==> config.mk <==
export PLATFORM = sky130hd
export DESIGN_NAME = srlh_ram
export DESIGN_NICKNAME = d
export VERILOG_FILES = /design/src/design/srlh_ram.sv
export SDC_FILE = /design/constraint.sdc
export NUM_CORES = 1
export LEC_CHECK = 0
export BUFFER_PORTS_ARGS = -buffer_cell sky130_fd_sc_hd__buf_2
export CAP_MARGIN = 10
export CORE_MARGIN = 3
export CORE_UTILIZATION = 30
export DETAILED_ROUTE_END_ITERATION = 10
export PLACE_DENSITY = 0.42
export SETUP_SLACK_MARGIN = 0.3
export SYNTH_ARGS = -nofsm -noshare
export SYNTH_HDL_FRONTEND = slang
export SYNTH_SLANG_ARGS = --single-unit
==> constraint.sdc <==
create_clock -name clk -period 3.7 [get_ports clk]
set_input_delay 0.74 -clock clk [delete_from_list [all_inputs] [get_ports clk]]
set_output_delay 0.74 -clock clk [all_outputs]
set_load 0.01 [all_outputs]
==> src/design/srlh_ram.sv <==
module srlh_ram #(
    parameter int WIDTH = 8,
    parameter int DEPTH = 8
) (
    input  logic                     clk,
    input  logic                     we,
    input  logic [$clog2(DEPTH)-1:0] waddr,
    input  logic [WIDTH-1:0]         wdata,
    input  logic [$clog2(DEPTH)-1:0] raddr,
    output logic [WIDTH-1:0]         rdata
);

    logic [WIDTH-1:0] mem [DEPTH];

    always_ff @(posedge clk)
    begin
        if (we)
        begin
            mem[waddr] <= wdata;
        end
        rdata <= mem[raddr];
    end

endmodule

### Yosys cells after proc, flatten, opt, wreduce, memory -nomap -nowiden

Memories as Yosys holds them, arrays and structs flattened. A register that Yosys moved wholly into a read port is not among the register bits.
Cells that the tools add are included.

| cells by class | value |
|---|---|
| multiplexer cells | 2 |

Operators by type and width:

| kind | number |
|---|---|
| 1-bit two-way mux | 2 |

| storage, ports and cells | value |
|---|---|
| word-level logic and storage cells | 3 |
| flip-flop bits (word level) | 0 |
| memories kept | 1 |
| memory bits (writable) | 64 |

Memory list:

| memory | words | bits a word | rd ports | clocked after memory_dff | write ports | line | RTL |
|---|---|---|---|---|---|---|---|
| mem | 8 | 8 | 1 | 1 | 1 | 13 | `logic [WIDTH-1:0] mem [DEPTH];` |

### Longest topological paths before layout

Gate-level depths: netlist of the first run.

| depth | value |
|---|---|
| word-level depth | 2 |
| mapped depth | 4 |
| depth with buffers taken out | 2 |

### Worst setup path before layout of the first run

OpenSTA, ideal clock, no wires.

| path | value |
|---|---|
| path type | input port to flip-flop |
| start point | input port waddr[2] |
| end point | memory mem[0][0] (enable) |
| data required time | 3.317 ns |
| arrival time | 1.517 ns |
| path slack | 1.799 ns |
| cell stages on the path | 2 |
| cells stage by stage | nand2b_1 -> nor3_1 |

RTL lines:

| what | line | RTL |
|---|---|---|
| start, declared | 7 | `input logic [$clog2(DEPTH)-1:0] waddr,` |
| end, declared | 13 |  |

Straight into the memory's write port.

==> reports/metrics.yaml, run 1 <==
timing:
  timing.final.crit_share: 0.513
  skew_ns: 0.00893
  setup_viol: 0
  holdWs_ns: 0.661
  hold_viol: 0
  slew_headroom: 0.297
  fin_crit_ns: 1.90
  slew_violations: 0
  setup_tns_ns: 0
  tightest_slew_ns: 1.05
  rsz0062_at_grt: "no"
  timing.fmax_ghz: 0.527
synth:
  synth.net_count: 130
  yosys.cell_types.count: 14
  synth_area_per_cell_um2: 23.6
  yosysSeqAreaShare: 0.774
  ys_warn_count: 0
  synth_area_leaders: "edfxtp_1, mux4_1, dfxtp_1, mux2_2, mux4_2"
  syn_area_um2: 2690
  synth-seq-cells: 72
  synth_top_area_cell: "edfxtp_1"
  synthCells: 114
  synth_top_area_frac: 0.714
worst_setup_path:
  worst_r2r_endpoint: "rdata[4]"
  r2r_slack_ns: 2.41
  endpoint_kind: "flip-flop"
  r2r-start: "mem[1][4]"
  crit_fanout: 16
  cp.arrival_ns: 2.12
  cp.required_ns: 3.92
  reg2reg_depth: 2
  critical_path_class: "input pin to flip-flop"
  start_kind: "input pin"
  startpoint: "raddr[0]"
detailed_routing:
  ant_nets: 0
  drc: 0
  drtIter0Drc: 31
  drt-vias-per-instance: 4.65
  drtPass1Iterations: 6
  detail_route.wl_per_cell_um: 19.2
  finalWirelength_mm: 4.91
  vias: 1187
layout:
  nNetsFinal: 161
  area_delta_synth_final_pct: 15.0
  final_common_cell: "edfxtp_1"
  final_cell_mix: "edfxtp_1, buf_2, mux4_1"
  drive_above_1_share: 0.320
  stdcell_count: 255
  fin_area_um2: 3100
  n_antenna_cell: 0
floorplanning:
  core_um2: 8460
  die-area_um2: 10100
  start_util: 0.318
  rows: 33
  die-height_um: 101
  num_io_pins: 24
  fp.dieW_um: 101
cts:
  clockRootBuffer: "clkbuf_8"
  insertion_delay_ns: 0.34
  cts_resized: 0
  ctsHoldBuffers: 0
  cts_setup_buffers: 0
  clockBufferDepth: 2
  cts_buffers: 9
  clk_pin_slew_ns: 0.08
  cts-htree-levels: 3
  clkSinkCount: 72
  cts_tree: "built"
hold_path:
  holdPathStages: 1
  hp-start: "wdata[0]"
  worstHoldPathType: "input pin to flip-flop"
  holdPathEnd: "mem[6][0]"
status:
  status: "completed"
power:
  p_clk_frac: 0.364
  comb_power_share: 0.056
  peakVddDrop_v: 0.000189
  power_switching_share: 0.208
  seqPwrFrac: 0.579
  p_leak_nw: 1.06
  finalPower_mw: 1.59
  p_sw_mw: 0.331
  internal_power_mw: 1.26
  power_density_nw_per_um2: 515
global_routing:
  grt_max_degree: 17
  grt_overflow_total: 0
  track_usage: 0.109
  antenna_found_initial: 0
  grt_pass1_wl_mm: 7.48
  grt_pass1_vias: 1258
placed_design:
  place_inst: 239
  io_buffers: 23
  gp_congestion: 0.714
  hpwl_mm: 3.04
  placed_area_um2: 2910
run:
  maxCapViolCount: 0
[per-stage QoR]
step | util | setup WS [ns]
after floorplan | - | 1.80
after global placement | 0.344 | 1.42
after detailed placement | 0.344 | 1.42
after CTS | 0.366 | 1.79
after global routing | 0.366 | 1.76
final | 0.366 | 1.80
[power groups by stage]
stage / sequential [mW] / clock (mW) / combinational, mW
finish: 0.923 / 0.581 / 0.0900
global route: 0.926 / 0.642 / 0.0997
CTS: 0.923 / 0.602 / 0.0936
global placement: 0.941 / 0 / 0.0917
floorplan: 0.946 / 0 / 0.0491
detailed placement: 0.942 / 0 / 0.0934
[worst max-delay path: stages]
cell and delay (ns):
buf_2 0.43, mux4_1 0.65, mux2_2 0.29
[cell type report]
type                    count  area (um^2)
fillers                   758         5370
flip-flops and latches     72         2080
multi-input cells          37          566
well taps                 105          131
repair buffers             25          130
clock buffers               9          124
clock inverters             7         62.6
[how the worst max path moves through the flow]
stage | to | slack [ns] | depth (start not counted)
detailed placement | mem[5][6] | 1.42 | 3
floorplan | mem[0][0] | 1.80 | 2
finish | rdata[5] | 1.80 | 3
CTS | rdata[4] | 1.79 | 3
global route | rdata[4] | 1.76 | 3
global placement | mem[1][6] | 1.42 | 3
[state kept, by name, indices dropped and copies added, names as in the netlist]
name / count
mem: 64
rdata: 8
[cells by family (layout without fill, tap and decap cells)]
family	after synthesis	in the layout	synth area share
buffers and inverters	5	41	0.0163
flip-flops	72	72	0.774
multiplexers	24	24	0.188
AND/OR/NAND/NOR	13	13	0.0219
[synthesized netlist by cell type, drive strengths merged]
cell type  number
buf             4
clkbuf          1
dfxtp           8
edfxtp         64
mux2            8
mux4           16
nand2           2
nand2b          3
nor2            6
nor3            2
[layer usage]
layer  vias to the layer above  global-route usage  share of wire
met1                       620               0.136           0.45
met4                         0              0.0591          0.020
met3                         9              0.0291          0.032
met2                        17               0.171           0.50
li1                        541                   -              -
met5                         -                   0              0
(Power assumes the default switching activity.)
==> inputs of run 2 (changes only) <==
- clock period: 3.7 -> 1.9 ns (I/O delays scaled with it)
==> reports/metrics.yaml, run 2 (synthesis results as in run 1) <==
placed_design:
  hpwl_mm: 3.06  # +0.74%
  gp_congestion: 0.662  # -7.2%
  dp_slack_ns: 0.167  # -1.26 ns
  placed_area_um2: 2970  # +2.2%
  io_buffers: 23  # unchanged
detailed_routing:
  finalWirelength_mm: 4.90  # -0.10%
  drt-vias-per-instance: 4.76  # +2.2%
  detail_route.wl_per_cell_um: 18.7  # -2.8%
  drtIter0Drc: 32  # +3.2%
  ant_nets: 0  # unchanged
  dr_wl_met3_um: 164  # +5.8%
  wl_met2_mm: 2.69  # +9.5%
  drc: 0  # unchanged
  drtPass1Iterations: 4  # -2
  wl_met1_mm: 1.97  # -10%
  top_layer_used: "met4"
  vias: 1247  # +5.1%
layout:
  final_cell_mix: "edfxtp_1, buf_2, mux4_1"
  nNetsFinal: 168  # +4.3%
  n_antenna_cell: 0  # unchanged
  multi_input_area_um2: 566  # unchanged
  final_common_cell: "edfxtp_1"
  regMostFlops: "mem"
  fillers: 774  # +2.1%
  largest_register_ff_count: 64  # unchanged
  area_delta_synth_final_pct: 19.1
  drive_above_1_share: 0.363  # +0.0431
  fin_area_um2: 3200  # +3.5%
  register_area_um2: 2080  # unchanged
  fin_util: 0.379  # +0.0129
  reg.largest.list: "mem (64), rdata (8)"
worst_setup_path:
  crit_fanout: 12  # -4
  cp.arrival_ns: 1.61  # -0.51 ns
  start_kind: "input pin"
  endpoint_kind: "flip-flop"
  cp.required_ns: 2.12  # -1.80 ns
  critical-path-max-stage-delay_ns: 0.57  # -0.08 ns
  critical_path_class: "input pin to flip-flop"
  timing.critical_path.slowest_stage_cell: "mux4_1"
  crit_chain: "buf_2 -> buf_12 -> mux4_1 -> mux2_2"
timing:
  timing.fmax_ghz: 0.721
  hold_viol: 0  # unchanged
  tightest_slew_ns: 0.392  # -0.659 ns
  rsz0062_at_grt: "no"
  slew_violations: 0  # unchanged
  slew_headroom: 0.739  # +0.442
  fin_crit_ns: 1.39
  setup_viol: 0  # unchanged
  setup_tns_ns: 0  # unchanged
  skew_ns: 0.00422  # -0.00472 ns
  worst_slack_ns: 0.513  # -1.29 ns
  timing.final.crit_share: 0.730
global_routing:
  grt_pass1_vias: 1269  # +0.87%
  grt_max_degree: 17  # unchanged
  antenna_found_initial: 0  # unchanged
  track_usage: 0.107  # -0.00189
  grt_overflow_total: 0  # unchanged
  grt_pass1_wl_mm: 7.48  # unchanged
floorplanning:
  fp.dieW_um: 101  # unchanged
  die-area_um2: 10100  # unchanged
  start_util: 0.318  # unchanged
  rows: 33  # unchanged
  die-height_um: 101  # unchanged
  core_um2: 8460  # unchanged
  num_io_pins: 24  # unchanged
cts:
  clockBufferDepth: 2  # unchanged
  clkSinkCount: 72  # unchanged
  insertion_delay_ns: 0.33  # about the same
  clk_pin_slew_ns: 0.07  # about the same
  ctsHoldBuffers: 0  # unchanged
  clockRootBuffer: "clkbuf_8"
  cts_resized: 0  # unchanged
  cts-htree-levels: 3  # unchanged
  cts_buffers: 9  # unchanged
  cts_setup_buffers: 0  # unchanged
  cts_tree: "built"
hold_path:
  worstHoldPathType: "input pin to flip-flop"
power:
  peakVddDrop_v: 0.000316  # +67%
  p_leak_nw: 1.13  # +6.7%
  power_density_nw_per_um2: 1040  # +100%
run:
  maxCapViolCount: 0  # unchanged
status:
  status: "completed"
run 2: changes by cell type in the layout (fill, tap and decap cells not counted), sizes merged:
cell      delta
buf          +7
clkbuf       +2
clkinvlp     -2
clkinv       -1
bufinv       +1
run 2: routing by layer:
layer / vias up / global-route usage
met3: 7 / 0.0318
met2: 20 / 0.186
met4: 0 / 0.0497
met1: 665 / 0.119
li1: 555 / -
met5: - / 0
run 2: metrics by stage:
stage                     total power, mW  instances  hold slack (ns)
after CTS                            3.37        262            0.305
after detailed placement             2.02        246            0.657
after global routing                 3.46        262            0.311
after floorplan                      1.94        114            0.479
final                                3.32        262            0.308
after global placement               2.02        246            0.639
run 2: final timing paths:
path | startpoint | end | slack [ns] | cells past startpoint
max reg2reg | mem[3][3] | rdata[3] | 0.62 | 2
min reg2reg | mem[7][1] | rdata[1] | 0.68 | 2
min | wdata[0] | mem[6][0] | 0.31 | 1
max | raddr[0] | rdata[5] | 0.51 | 4
run 2: final cells by class:
type | instances | area share
sequential | 72 | 0.650
multi-input combinational | 37 | 0.176
timing repair buffer | 32 | 0.0609
clock buffer | 11 | 0.0472
tap | 105 | 0.0410
clock inverter | 5 | 0.0246
run 2: power by group:
part | leakage (nW) | internal (mW) | switching [mW]
Combinational | 0.360 | 0.0897 | 0.0919
Sequential | 0.649 | 1.79 | 0.0130
Clock | 0.119 | 0.809 | 0.534
run 2: critical path, delay by kind of cell:
| family | cells | cell delay, ns |
|---|---|---|
| muxes | 2 | 0.86 |
| buffers and inverters | 2 | 0.36 |
