**config.mk**
```make
export PLATFORM = sky130hd
export DESIGN_NAME = srlh_bucket
export DESIGN_NICKNAME = d
export VERILOG_FILES = /design/src/design/srlh_pkg.sv /design/src/design/srlh_bucket.sv
export SDC_FILE = /design/constraint.sdc
export NUM_CORES = 1
export LEC_CHECK = 0
export BUFFER_PORTS_ARGS = -buffer_cell sky130_fd_sc_hd__buf_2
export CORE_MARGIN = 2
export CORE_UTILIZATION = 58
export CTS_BUF_LIST = sky130_fd_sc_hd__clkbuf_4 sky130_fd_sc_hd__clkbuf_8 sky130_fd_sc_hd__clkbuf_16
export DETAILED_ROUTE_END_ITERATION = 8
export PLACE_DENSITY = 0.85
export RECOVER_POWER = 50
export SYNTH_ARGS = -nofsm -noshare
export SYNTH_HDL_FRONTEND = slang
export SYNTH_SLANG_ARGS = --single-unit
```
**constraint.sdc**
```tcl
create_clock -name clk -period 6.1 [get_ports clk]
set_input_delay 0.61 -clock clk [delete_from_list [all_inputs] [get_ports clk]]
set_output_delay 0.61 -clock clk [all_outputs]
set_load 0.1 [all_outputs]
```
**src/design/srlh_pkg.sv**
```systemverilog
package srlh_pkg;

    localparam int NUM_BUCKETS     = 8;
    localparam int MIN_CHUNK_BYTES = 4096;
    localparam int BKT_W           = $clog2(NUM_BUCKETS);

    localparam int BLOCKS_W = 16;
    localparam int BSIZE_W  = 13;
    localparam int PROD_W   = BLOCKS_W + BSIZE_W;
    localparam int SIZE_W   = 28;
    localparam int CNT_W    = 64;

    localparam int IN_DATA_W  = 200;
    localparam int IN_USER_W  = 2;
    localparam int OUT_DATA_W = 512;
    localparam int APB_ADDR_W = 3;
    localparam int APB_DATA_W = 32;

    localparam logic [1:0] OP_DATA  = 2'd0;
    localparam logic [1:0] OP_CMD   = 2'd1;
    localparam logic [1:0] OP_READ  = 2'd2;
    localparam logic [1:0] OP_CLEAR = 2'd3;

    localparam logic [1:0] DIR_READ  = 2'd1;
    localparam logic [1:0] DIR_WRITE = 2'd2;

    localparam logic REG_ENABLE = 1'b0;
    localparam logic REG_DEFER  = 1'b1;

    localparam int         STAT_READY_BIT = 8;
    localparam logic [3:0] CARD_STATE_PRG = 4'd7;

    typedef struct packed {
        logic [BKT_W-1:0]  bucket;
        logic [SIZE_W-1:0] size;
    } bucket_info_t;

    typedef struct packed {
        logic [SIZE_W-1:0] last_size;
        logic [CNT_W-1:0]  reads;
        logic [CNT_W-1:0]  writes;
        logic [CNT_W-1:0]  read_lat;
        logic [CNT_W-1:0]  write_lat;
    } entry_t;

    // first field in the highest bits
    typedef struct packed {
        logic [2:0]          bucket_select;
        logic [31:0]         status_word;
        logic                is_send_status;
        logic [CNT_W-1:0]    latency;
        logic [CNT_W-1:0]    cur_time;
        logic [BSIZE_W-1:0]  block_size;
        logic [BLOCKS_W-1:0] blocks;
        logic [1:0]          direction;
    } in_item_t;

    typedef struct packed {
        logic              write_pending;
        logic [SIZE_W-1:0] max_latency_chunk;
        logic [CNT_W-1:0]  max_latency;
        logic [CNT_W-1:0]  total_write_blocks;
        logic [CNT_W-1:0]  total_read_blocks;
        logic [CNT_W-1:0]  write_latency_sum;
        logic [CNT_W-1:0]  read_latency_sum;
        logic [CNT_W-1:0]  write_count;
        logic [CNT_W-1:0]  read_count;
        logic [SIZE_W-1:0] bucket_chunk_bytes;
        logic [2:0]        bucket_index;
    } out_item_t;

endpackage

```
**src/design/srlh_bucket.sv**
```systemverilog
module srlh_bucket (
    input  logic                           clk,
    input  logic                           load,
    input  logic [srlh_pkg::BLOCKS_W-1:0]  blocks,
    input  logic [srlh_pkg::BSIZE_W-1:0]   block_size,
    output srlh_pkg::bucket_info_t         info
);
    import srlh_pkg::*;

    localparam int HBP_W   = $clog2(PROD_W + 1);
    localparam int IDX_W   = HBP_W + 2;
    localparam int MIN_HBP = $clog2(MIN_CHUNK_BYTES + 1);

    logic [PROD_W-1:0]       product_reg;
    logic [HBP_W-1:0]        hbp;
    logic                    not_pow2;
    logic signed [IDX_W-1:0] idx;

    function automatic logic [HBP_W-1:0] high_bit_pos(input logic [PROD_W-1:0] v);
        logic [HBP_W-1:0] n;
        n = '0;
        for (int i = 0; i < PROD_W; i++)
        begin
            if (v[i])
            begin
                n = HBP_W'(i + 1);
            end
        end
        return n;
    endfunction

    always_ff @(posedge clk)
    begin
        if (load)
        begin
            product_reg <= PROD_W'(blocks * block_size);
        end
    end

    always_comb
    begin
        hbp      = high_bit_pos(product_reg);
        not_pow2 = (product_reg != '0) && ((product_reg & (product_reg - 1'b1)) != '0);
        idx      = $signed(IDX_W'(hbp)) - $signed(IDX_W'(MIN_HBP))
                   + $signed(IDX_W'(not_pow2));
        if (idx[IDX_W-1])
        begin
            info.bucket = '0;
        end
        else if (idx > NUM_BUCKETS - 1)
        begin
            info.bucket = BKT_W'(NUM_BUCKETS - 1);
        end
        else
        begin
            info.bucket = BKT_W'(idx);
        end
        info.size = SIZE_W'(product_reg);
    end

endmodule

```
---- Word-level counts from Yosys, hierarchy flattened ----
Cells that the tools add are included.
operators by class
  bitwise operators ....................... 1
  reduce and logical (&&, ||, !) cells .... 3
  muxes and demuxes ....................... 31
  $lt $le $gt $ge ......................... 1
  multiply operators ...................... 1
  add/subtract/negate cells ............... 3
operator list
  kind                                                number
  2-to-1 mux 5 bit                                    28
  nonzero test 29 bit                                 2
  AND 29 bit                                          1
  multiplier 16 x 13 -> 29 bit                        1
  subtractor 29 x 1 -> 29 bit, second input constant  1
  adder 6 x 2 -> 7 bit                                1
  > comparator 7 x 4 -> 1 bit, second input constant  1
  2-to-1 mux 3 bit                                    2
  subtractor 5 x 4 -> 6 bit, second input constant    1
  logical AND 1 bit                                   1
  2-to-1 mux 1 bit                                    1
word-level totals
  output and inout bits ................... 31
  register bits after elaboration ......... 29
  bits of input ports ..................... 31

---- Logic depth before layout (Yosys ltp) ----
Gate-level depths: netlist of the first run.
  depth after elaboration ................. 34
  gate-level depth with buffers ........... 22
  mapped depth without buffers ............ 21

---- Least setup slack after synthesis of the first run ----
OpenSTA, ideal clock, no wires.
  path type ............................... input -> register
  start ................................... in blocks[11] in the netlist's numbering
  end ..................................... reg product_reg[28] (data pin)
  data required time ...................... 5.842 ns
  cell stages on the path ................. 20
  path slack .............................. 0.157 ns
  arrival ................................. 5.685 ns
  library setup time ...................... 0.258 ns
  buffers on the path ..................... 1
  cells stage by stage .................... clkbuf_1 nand2_1 fa_1 inv_1 fa_1 fa_1 inv_1 fa_1 inv_1 fa_1 ha_1 a21o_1 a2111o_1 a2111o_1 a31o_1 a21oi_2 o21ai_2 a31oi_4 o21ai_2 xnor2_1
on the way
  word-level cells in the longest chain between the ends .. 1
ends and longest elaborated chain
  item                          line               text
  start, declared               srlh_bucket.sv:4   input logic [srlh_pkg::BLOCKS_W-1:0] blocks,
  multiplier 16 x 13 -> 29 bit  srlh_bucket.sv:36  product_reg <= PROD_W'(blocks * block_size);
  end signal, assigned          srlh_bucket.sv:36
  end, declared                 srlh_bucket.sv:14  logic [PROD_W-1:0] product_reg;
No other way between the ends.
A chain may end at the register's enable or synchronous reset.

---- Worst setup path in the final report of the first run ----
  start ................................... in block_size[1] in the netlist's numbering
  end ..................................... reg product_reg[28] (data pin)
on the way
  word-level cells in the longest chain between the ends .. 1
ends and longest elaborated chain
  item                          line               text
  start, declared               srlh_bucket.sv:5   input logic [srlh_pkg::BSIZE_W-1:0] block_size,
  multiplier 16 x 13 -> 29 bit  srlh_bucket.sv:36
No other way between the ends.

==> out/qor.log, run 1 <==
INFO  sta            slew_violations=30
INFO  global_route   antenna_violations_before_repair=0
INFO  clock_tree     clk_transition_reported_paths=0.05ns
INFO  global_route   grt_overflow=0
INFO  routing        num_vias=6440
INFO  final_layout   fin_cells=1149
INFO  synth          synth_async_sr_flop_share=0%
INFO  clock_tree     cts-buffers-inserted=5
INFO  floorplanning  starting_density_of_the_core=59.47%
INFO  synth          yosysWarningCount=0
INFO  critical_path  worst_ep_required_time=6.12ns
INFO  synth          yosysUniqueCellTypes=51
INFO  flow_run       max-cap-violations=1
INFO  final_layout   layout-drive-gt1-share=9.185%
INFO  clock_tree     cts-resized-gates=0
INFO  synth          synth_seq_area_share=10.51%
INFO  routing        detail_route.drc_violations=0
INFO  placed_design  pre_cts_ws=-0.04059ns
INFO  final_layout   antenna_fix_cells=0
INFO  synth          syn-instance-count=931
INFO  sta            post-route-worst-setup-slack=0.2569ns
INFO  routing        dr.first_iter.drc_count=502
INFO  global_route   grt_usage=25.95%
INFO  clock_tree     clock_tree.root_cell=clkbuf_16
INFO  placed_design  place.gp.congestion=0.9493
INFO  global_route   wire_length_of_the_first_global_routing_pass=30910um
INFO  synth          cell_area_synth=0.008287mm^2
INFO  critical_path  critical_path.max_fanout=11
INFO  floorplanning  rows=43
INFO  routing        routed_wire_length_per_instance=16.36um
INFO  synth          synth.ff_latch_count=29
INFO  floorplanning  core_area=0.01393mm^2
INFO  clock_tree     cts_hold_buffers=0
INFO  critical_path  critical-path-slowest-cell=fa_1
INFO  synth          mappedNetlistNets=1193
INFO  global_route   number_of_global_route_vias_before_repair=6744
INFO  sta            report.final.hold_viol_count=0
INFO  worst_hold_path hp-class=input port to register
INFO  routing        postRouteAntennaNets=0
INFO  clock_tree     post_cts_buffers=0
INFO  final_layout   largest_register_ff_count=29
INFO  placed_design  placed_cells=1141
INFO  sta            post-route-period-util=95.79%
INFO  critical_path  critical_path.cell_chain=buf_2 -> nand2_1 -> fa_1 -> inv_1 -> fa_1 -> fa_1 -> inv_1 -> fa_1 -> inv_1 -> fa_1 -> ha_1 -> a21o_1 -> a2111o_1 -> a2111o_1 -> a31o_1 -> a21oi_2 -> o21ai_2 -> a31oi_4 -> o21ai_2 -> xnor2_1
INFO  sta            finalHoldWorstSlack=0.8624ns
INFO  placed_design  port_bufs=61
INFO  critical_path  worstPathArrival=5.86ns
INFO  run_status     failing_checks=capacitance limit, slew limit
INFO  run_status     run_status=finished, violations left
INFO  routing        route.detailed.vias_per_inst=5.605
INFO  critical_path  path_delay_family=adder cells
INFO  final_layout   area.growth.synth_to_final=6.523%
INFO  sta            fmax=171.1MHz
INFO  critical_path  timing.critical_path.slowest_cell_delay=0.54ns
INFO  clock_tree     cts.htree.levels=2
INFO  sta            relSlewSlack=-5.419%
INFO  critical_path  timing_worst_setup_path_type=input port to register
INFO  final_layout   finalNetCount=1230
INFO  clock_tree     clockBufferDepth=2
INFO  floorplanning  full_die_area=0.01526mm^2
INFO  sta            setup_viol_count_final=0
INFO  synth          synth_edf_count=29
INFO  clock_tree     tritoncts=yes
INFO  placed_design  place_hpwl=15940um
INFO  critical_path  critPathBufInv=4
INFO  routing        postRouteWirelength=18800um
INFO  floorplanning  die_y=123.5um
INFO  sta            rsz0062_at_grt=no
INFO  critical_path  crit_path_start_kind=input port
INFO  sta            worst-slew-pin-transition=1.581ns
INFO  synth          dominantRegCellSynth=edfxtp_1
INFO  critical_path  crit_path_end_kind=register
INFO  sta            min_period=5.843ns
INFO  final_layout   number_of_filler_instances_in_the_final_layout=1140
INFO  critical_path  critPathMostFrequentCell=fa_1
INFO  global_route   pin_count_of_the_biggest_net_entering_global_routing=30
INFO  synth          syn-mean-instance-area=8.901um^2
INFO  clock_tree     cts_sinks=29
INFO  floorplanning  chipWidth=123.5um
INFO  routing        detail_route.first_pass.iterations=5
INFO  floorplanning  io-pin-count=62
[layout make-up]
| type | count | area, um^2 | area share, % |
|---|---|---|---|
| well taps | 180 | 225.2 | 2.551 |
| inverters | 170 | 638.1 | 7.229 |
| clock buffers | 6 | 132.6 | 1.502 |
| repair buffers | 89 | 499.2 | 5.656 |
| multi-input cells | 673 | 6451 | 73.08 |
| flip-flops and latches | 29 | 870.8 | 9.865 |
| clock inverters | 2 | 10.01 | 0.1134 |
[cells in the mapped netlist, drive strengths merged, types with 4 or more instances]
| library cell | instances | area [um^2] |
|---|---|---|
| xor2 | 7 | 61.31 |
| o21a | 6 | 45.04 |
| nor4 | 9 | 56.30 |
| a21oi | 24 | 123.9 |
| xnor2 | 19 | 166.4 |
| nand2 | 151 | 566.8 |
| nor3 | 11 | 55.05 |
| nor2b | 4 | 25.02 |
| a21o | 4 | 30.03 |
| edfxtp | 29 | 870.8 |
| ha | 77 | 963.4 |
| inv | 170 | 638.1 |
| buf | 28 | 210.2 |
| and2 | 81 | 506.7 |
| o21ai | 18 | 101.4 |
| nor2 | 50 | 187.7 |
| clkbuf | 31 | 116.4 |
| o211ai | 4 | 30.03 |
| maj3 | 4 | 40.04 |
| o31ai | 5 | 37.54 |
| a21boi | 5 | 37.54 |
| fa | 154 | 3083 |
[stage by stage]
stage	util, %	area, um^2	setup TNS, ns
2_1_floorplan	-	8287	0
3_3_place_gp	62.44	8701	0
3_5_place_dp	62.44	8701	-0.04059
4_1_cts	63.46	8843	0
5_1_grt	63.35	8827	0
6_report	63.35	8827	0
[worst paths after layout]
| check | startpoint | endpoint | slack [ns] | depth (start not counted) |
|---|---|---|---|---|
| worst min-delay path | block_size[0] | product_reg[0] | 0.86 | 2 |
| worst max-delay path | block_size[1] | product_reg[28] | 0.26 | 20 |
[kinds of logic (layout without fill, tap and decap cells)]
kind of cell,count (synthesis),after routing,synth area share (%)
compound gates,96,96,8.154
simple gates,315,315,17.51
mux,1,1,0.1208
xor+xnor,26,26,2.748
fa+ha+maj,235,235,49.31
flops,29,29,10.51
buf+inv,229,267,11.64
[routing by layer]
| metal | GRT usage (%) | vias up | part of all wire (%) |
|---|---|---|---|
| li1 | - | 2955 | - |
| met1 | 32.33 | 3179 | 38 |
| met2 | 46.12 | 257 | 52 |
| met3 | 3.921 | 49 | 6.6 |
| met4 | 8.523 | 0 | 2.9 |
| met5 | 0 | - | 0 |
[placed cells by master (no fill, tap or decap), types with 3 or more instances in the layout]
master,instances
nor2b_1,4
and2_1,80
nor4_1,9
clkbuf_16,5
o21bai_1,3
xor2_1,7
nand3_1,3
maj3_1,4
buf_2,45
buf_4,27
xnor2_1,19
o311ai_0,3
o21ai_2,3
a21o_1,4
a21oi_1,23
o211ai_1,4
nor3_1,11
o21ai_0,13
edfxtp_1,29
a21boi_0,5
ha_1,77
o21a_1,6
a311oi_1,3
fa_1,154
a211oi_1,3
clkbuf_4,3
inv_1,170
nor2_1,50
nand2_1,151
clkbuf_1,15
o31ai_1,5
Power of run 1 is not shown: default switching activity piles up to over one toggle a cycle in this logic, so the estimate is an artifact.
==> run 2: changes to the inputs <==
- CORE_UTILIZATION: 58 -> 37
- PLACE_DENSITY: 0.85 -> 0.58
- clock period: 6.1 -> 6.3 ns (I/O delays scaled with it)
==> run 2 against run 1 <==
The flow still finishes with violations (capacitance limit, slew limit); wire length is 1.8% higher; non-clock buffer count fell by 7; sequential share of layout area decreased by 0.075 points; hold slack improved by 0.045 ns; critical path depth unchanged; final cell count grew 8.1%; die area grew 55%; global-route usage is 9.4 points lower; first-iteration DRC count is 40% lower.
==> out/qor.log, run 2 (same netlist as run 1, synthesis figures left out) <==
INFO  run_status     run_status=finished, violations left
INFO  run_status     failing_checks=capacitance limit, slew limit
INFO  critical_path  timing_worst_setup_path_type=input port to register
INFO  floorplanning  core_area=0.02189mm^2 [+57%]
INFO  routing        num_vias=6212 [-3.5%]
INFO  worst_hold_path hp-class=input port to register
INFO  critical_path  critical-path-slowest-cell=fa_1
INFO  sta            relSlewSlack=-1.436% [+4.0 points]
INFO  critical_path  critical_path.cell_chain=buf_2 -> nand2_1 -> fa_1 -> inv_1 -> fa_1 -> inv_1 -> fa_1 -> fa_1 -> inv_1 -> fa_1 -> ha_1 -> a21o_1 -> a2111o_1 -> a2111o_1 -> a31o_1 -> a21oi_2 -> o21ai_2 -> a31oi_4 -> o21ai_2 -> xnor2_1
INFO  critical_path  critical_path.max_fanout=16 [+5]
INFO  sta            report.final.hold_viol_count=0 [unchanged]
INFO  final_layout   finish.utilization=40.63% [-23 points]
INFO  sta            tns=0ns [unchanged]
INFO  critical_path  path_delay_family=adder cells
INFO  clock_tree     clockBufferDepth=2 [unchanged]
INFO  floorplanning  starting_density_of_the_core=37.85% [-22 points]
INFO  final_layout   layout-drive-gt1-share=8.524% [-0.66 points]
INFO  final_layout   most_frequent_cells_in_the_layout=170 x inv_1, 154 x fa_1, 151 x nand2_1
INFO  critical_path  crit_path_start_kind=input port
INFO  floorplanning  io-pin-count=62 [unchanged]
INFO  critical_path  crit_path_end_kind=register
INFO  clock_tree     cts.htree.levels=2 [unchanged]
INFO  clock_tree     tritoncts=yes
INFO  clock_tree     cts-resized-gates=0 [unchanged]
INFO  sta            min_period=5.922ns
INFO  critical_path  critPathBufInv=4 [unchanged]
INFO  routing        route.detailed.vias_per_inst=5.002 [-11%]
INFO  global_route   pin_count_of_the_biggest_net_entering_global_routing=30 [unchanged]
INFO  clock_tree     cts_sinks=29 [unchanged]
INFO  routing        routed_wire_length_per_instance=15.40um [-5.9%]
INFO  floorplanning  die_y=153.7um [+24%]
INFO  clock_tree     clock_tree.root_cell=clkbuf_16
INFO  critical_path  worst_ep_required_time=6.32ns [+0.20 ns]
INFO  sta            slew_violations=30 [unchanged]
INFO  placed_design  place.gp.congestion=0.8470 [-11%]
INFO  critical_path  worstPathArrival=5.94ns [+0.08 ns]
INFO  routing        detail_route.first_pass.iterations=4 [-1]
INFO  global_route   number_of_global_route_vias_before_repair=6363 [-5.6%]
INFO  global_route   grt_overflow=0 [unchanged]
INFO  routing        dr.first_iter.drc_count=302 [-40%]
INFO  global_route   wire_length_of_the_first_global_routing_pass=31770um [+2.8%]
INFO  routing        postRouteWirelength=19130um [+1.8%]
INFO  placed_design  place_hpwl=16490um [+3.4%]
INFO  global_route   antenna_violations_before_repair=0 [unchanged]
INFO  sta            rsz0062_at_grt=no
INFO  clock_tree     cts-buffers-inserted=5 [unchanged]
INFO  clock_tree     post_cts_buffers=0 [unchanged]
INFO  clock_tree     clk_transition_reported_paths=0.05ns [about the same]
INFO  critical_path  critPathMostFrequentCell=fa_1
INFO  worst_hold_path hp-start=block_size[0]
INFO  final_layout   area_occupied_by_multi_input_gates=0.006451mm^2 [unchanged]
INFO  routing        detail_route.drc_violations=0 [unchanged]
INFO  critical_path  cp-startpoint=block_size[5]
INFO  global_route   grt_usage=16.56% [-9.4 points]
INFO  clock_tree     cts_hold_buffers=0 [unchanged]
INFO  floorplanning  full_die_area=0.02361mm^2 [+55%]
INFO  flow_run       max-cap-violations=1 [unchanged]
INFO  final_layout   antenna_fix_cells=0 [unchanged]
INFO  floorplanning  chipWidth=153.7um [+24%]
INFO  critical_path  timing.critical_path.slowest_cell_delay=0.53ns [about the same]
INFO  placed_design  port_bufs=61 [unchanged]
INFO  final_layout   largest_register_ff_count=29 [unchanged]
INFO  sta            post-route-period-util=94.00%
INFO  final_layout   layout_commonest_cell=inv_1
INFO  routing        postRouteAntennaNets=0 [unchanged]
INFO  final_layout   area.growth.synth_to_final=7.338%
INFO  sta            fmax=168.9MHz
INFO  final_layout   number_of_filler_instances_in_the_final_layout=2247 [+97%]
INFO  final_layout   register_cell_area_after_layout=870.8um^2 [unchanged]
INFO  sta            setup_viol_count_final=0 [unchanged]
INFO  floorplanning  rows=54 [+26%]
INFO  final_layout   finalNetCount=1223 [-0.57%]
INFO  sta            finalHoldWorstSlack=0.9078ns [+0.04540 ns]
INFO  sta            worst-slew-pin-transition=1.522ns [-0.05975 ns]
-- run 2: changes by cell type in the layout (fill, tap and decap cells not counted), sizes merged --
cell	delta
clkbuf	-2
buf	-5
-- run 2: stage by stage --
| stage | std cells | setup slack, ns | instance area, um^2 |
|---|---|---|---|
| 2_1_floorplan | 931 | 0.3369 | 8287 |
| 3_3_place_gp | 1234 | 0.2035 | 8773 |
| 3_5_place_dp | 1234 | 0.1052 | 8773 |
| 4_1_cts | 1242 | 0.3891 | 8916 |
| 5_1_grt | 1242 | 0.1119 | 8895 |
| 6_report | 1242 | 0.3778 | 8895 |
-- run 2: worst paths after layout --
path	cells after the start	end	slack, ns
max	20	product_reg[28]	0.38
min	2	product_reg[0]	0.91
-- run 2: cell type report --
cell class	count	area share (%)
well taps	280	3.939
clock inverters	2	0.1125
flip-flops and latches	29	9.790
repair buffers	82	4.966
inverters	170	7.174
multi-input cells	673	72.53
clock buffers	6	1.491
-- run 2: layer usage --
layer / wire [um] / GRT usage (%) / vias up / part of all wire, %
met3: 684 / 1.353 / 24 / 3.6
met2: 9886 / 28.95 / 110 / 52
li1: - / - / 2934 / -
met4: 310 / 3.233 / 0 / 1.6
met5: 0 / 0 / - / 0
met1: 8244 / 22.67 / 3144 / 43
Power of run 2 is left out for the same reason.
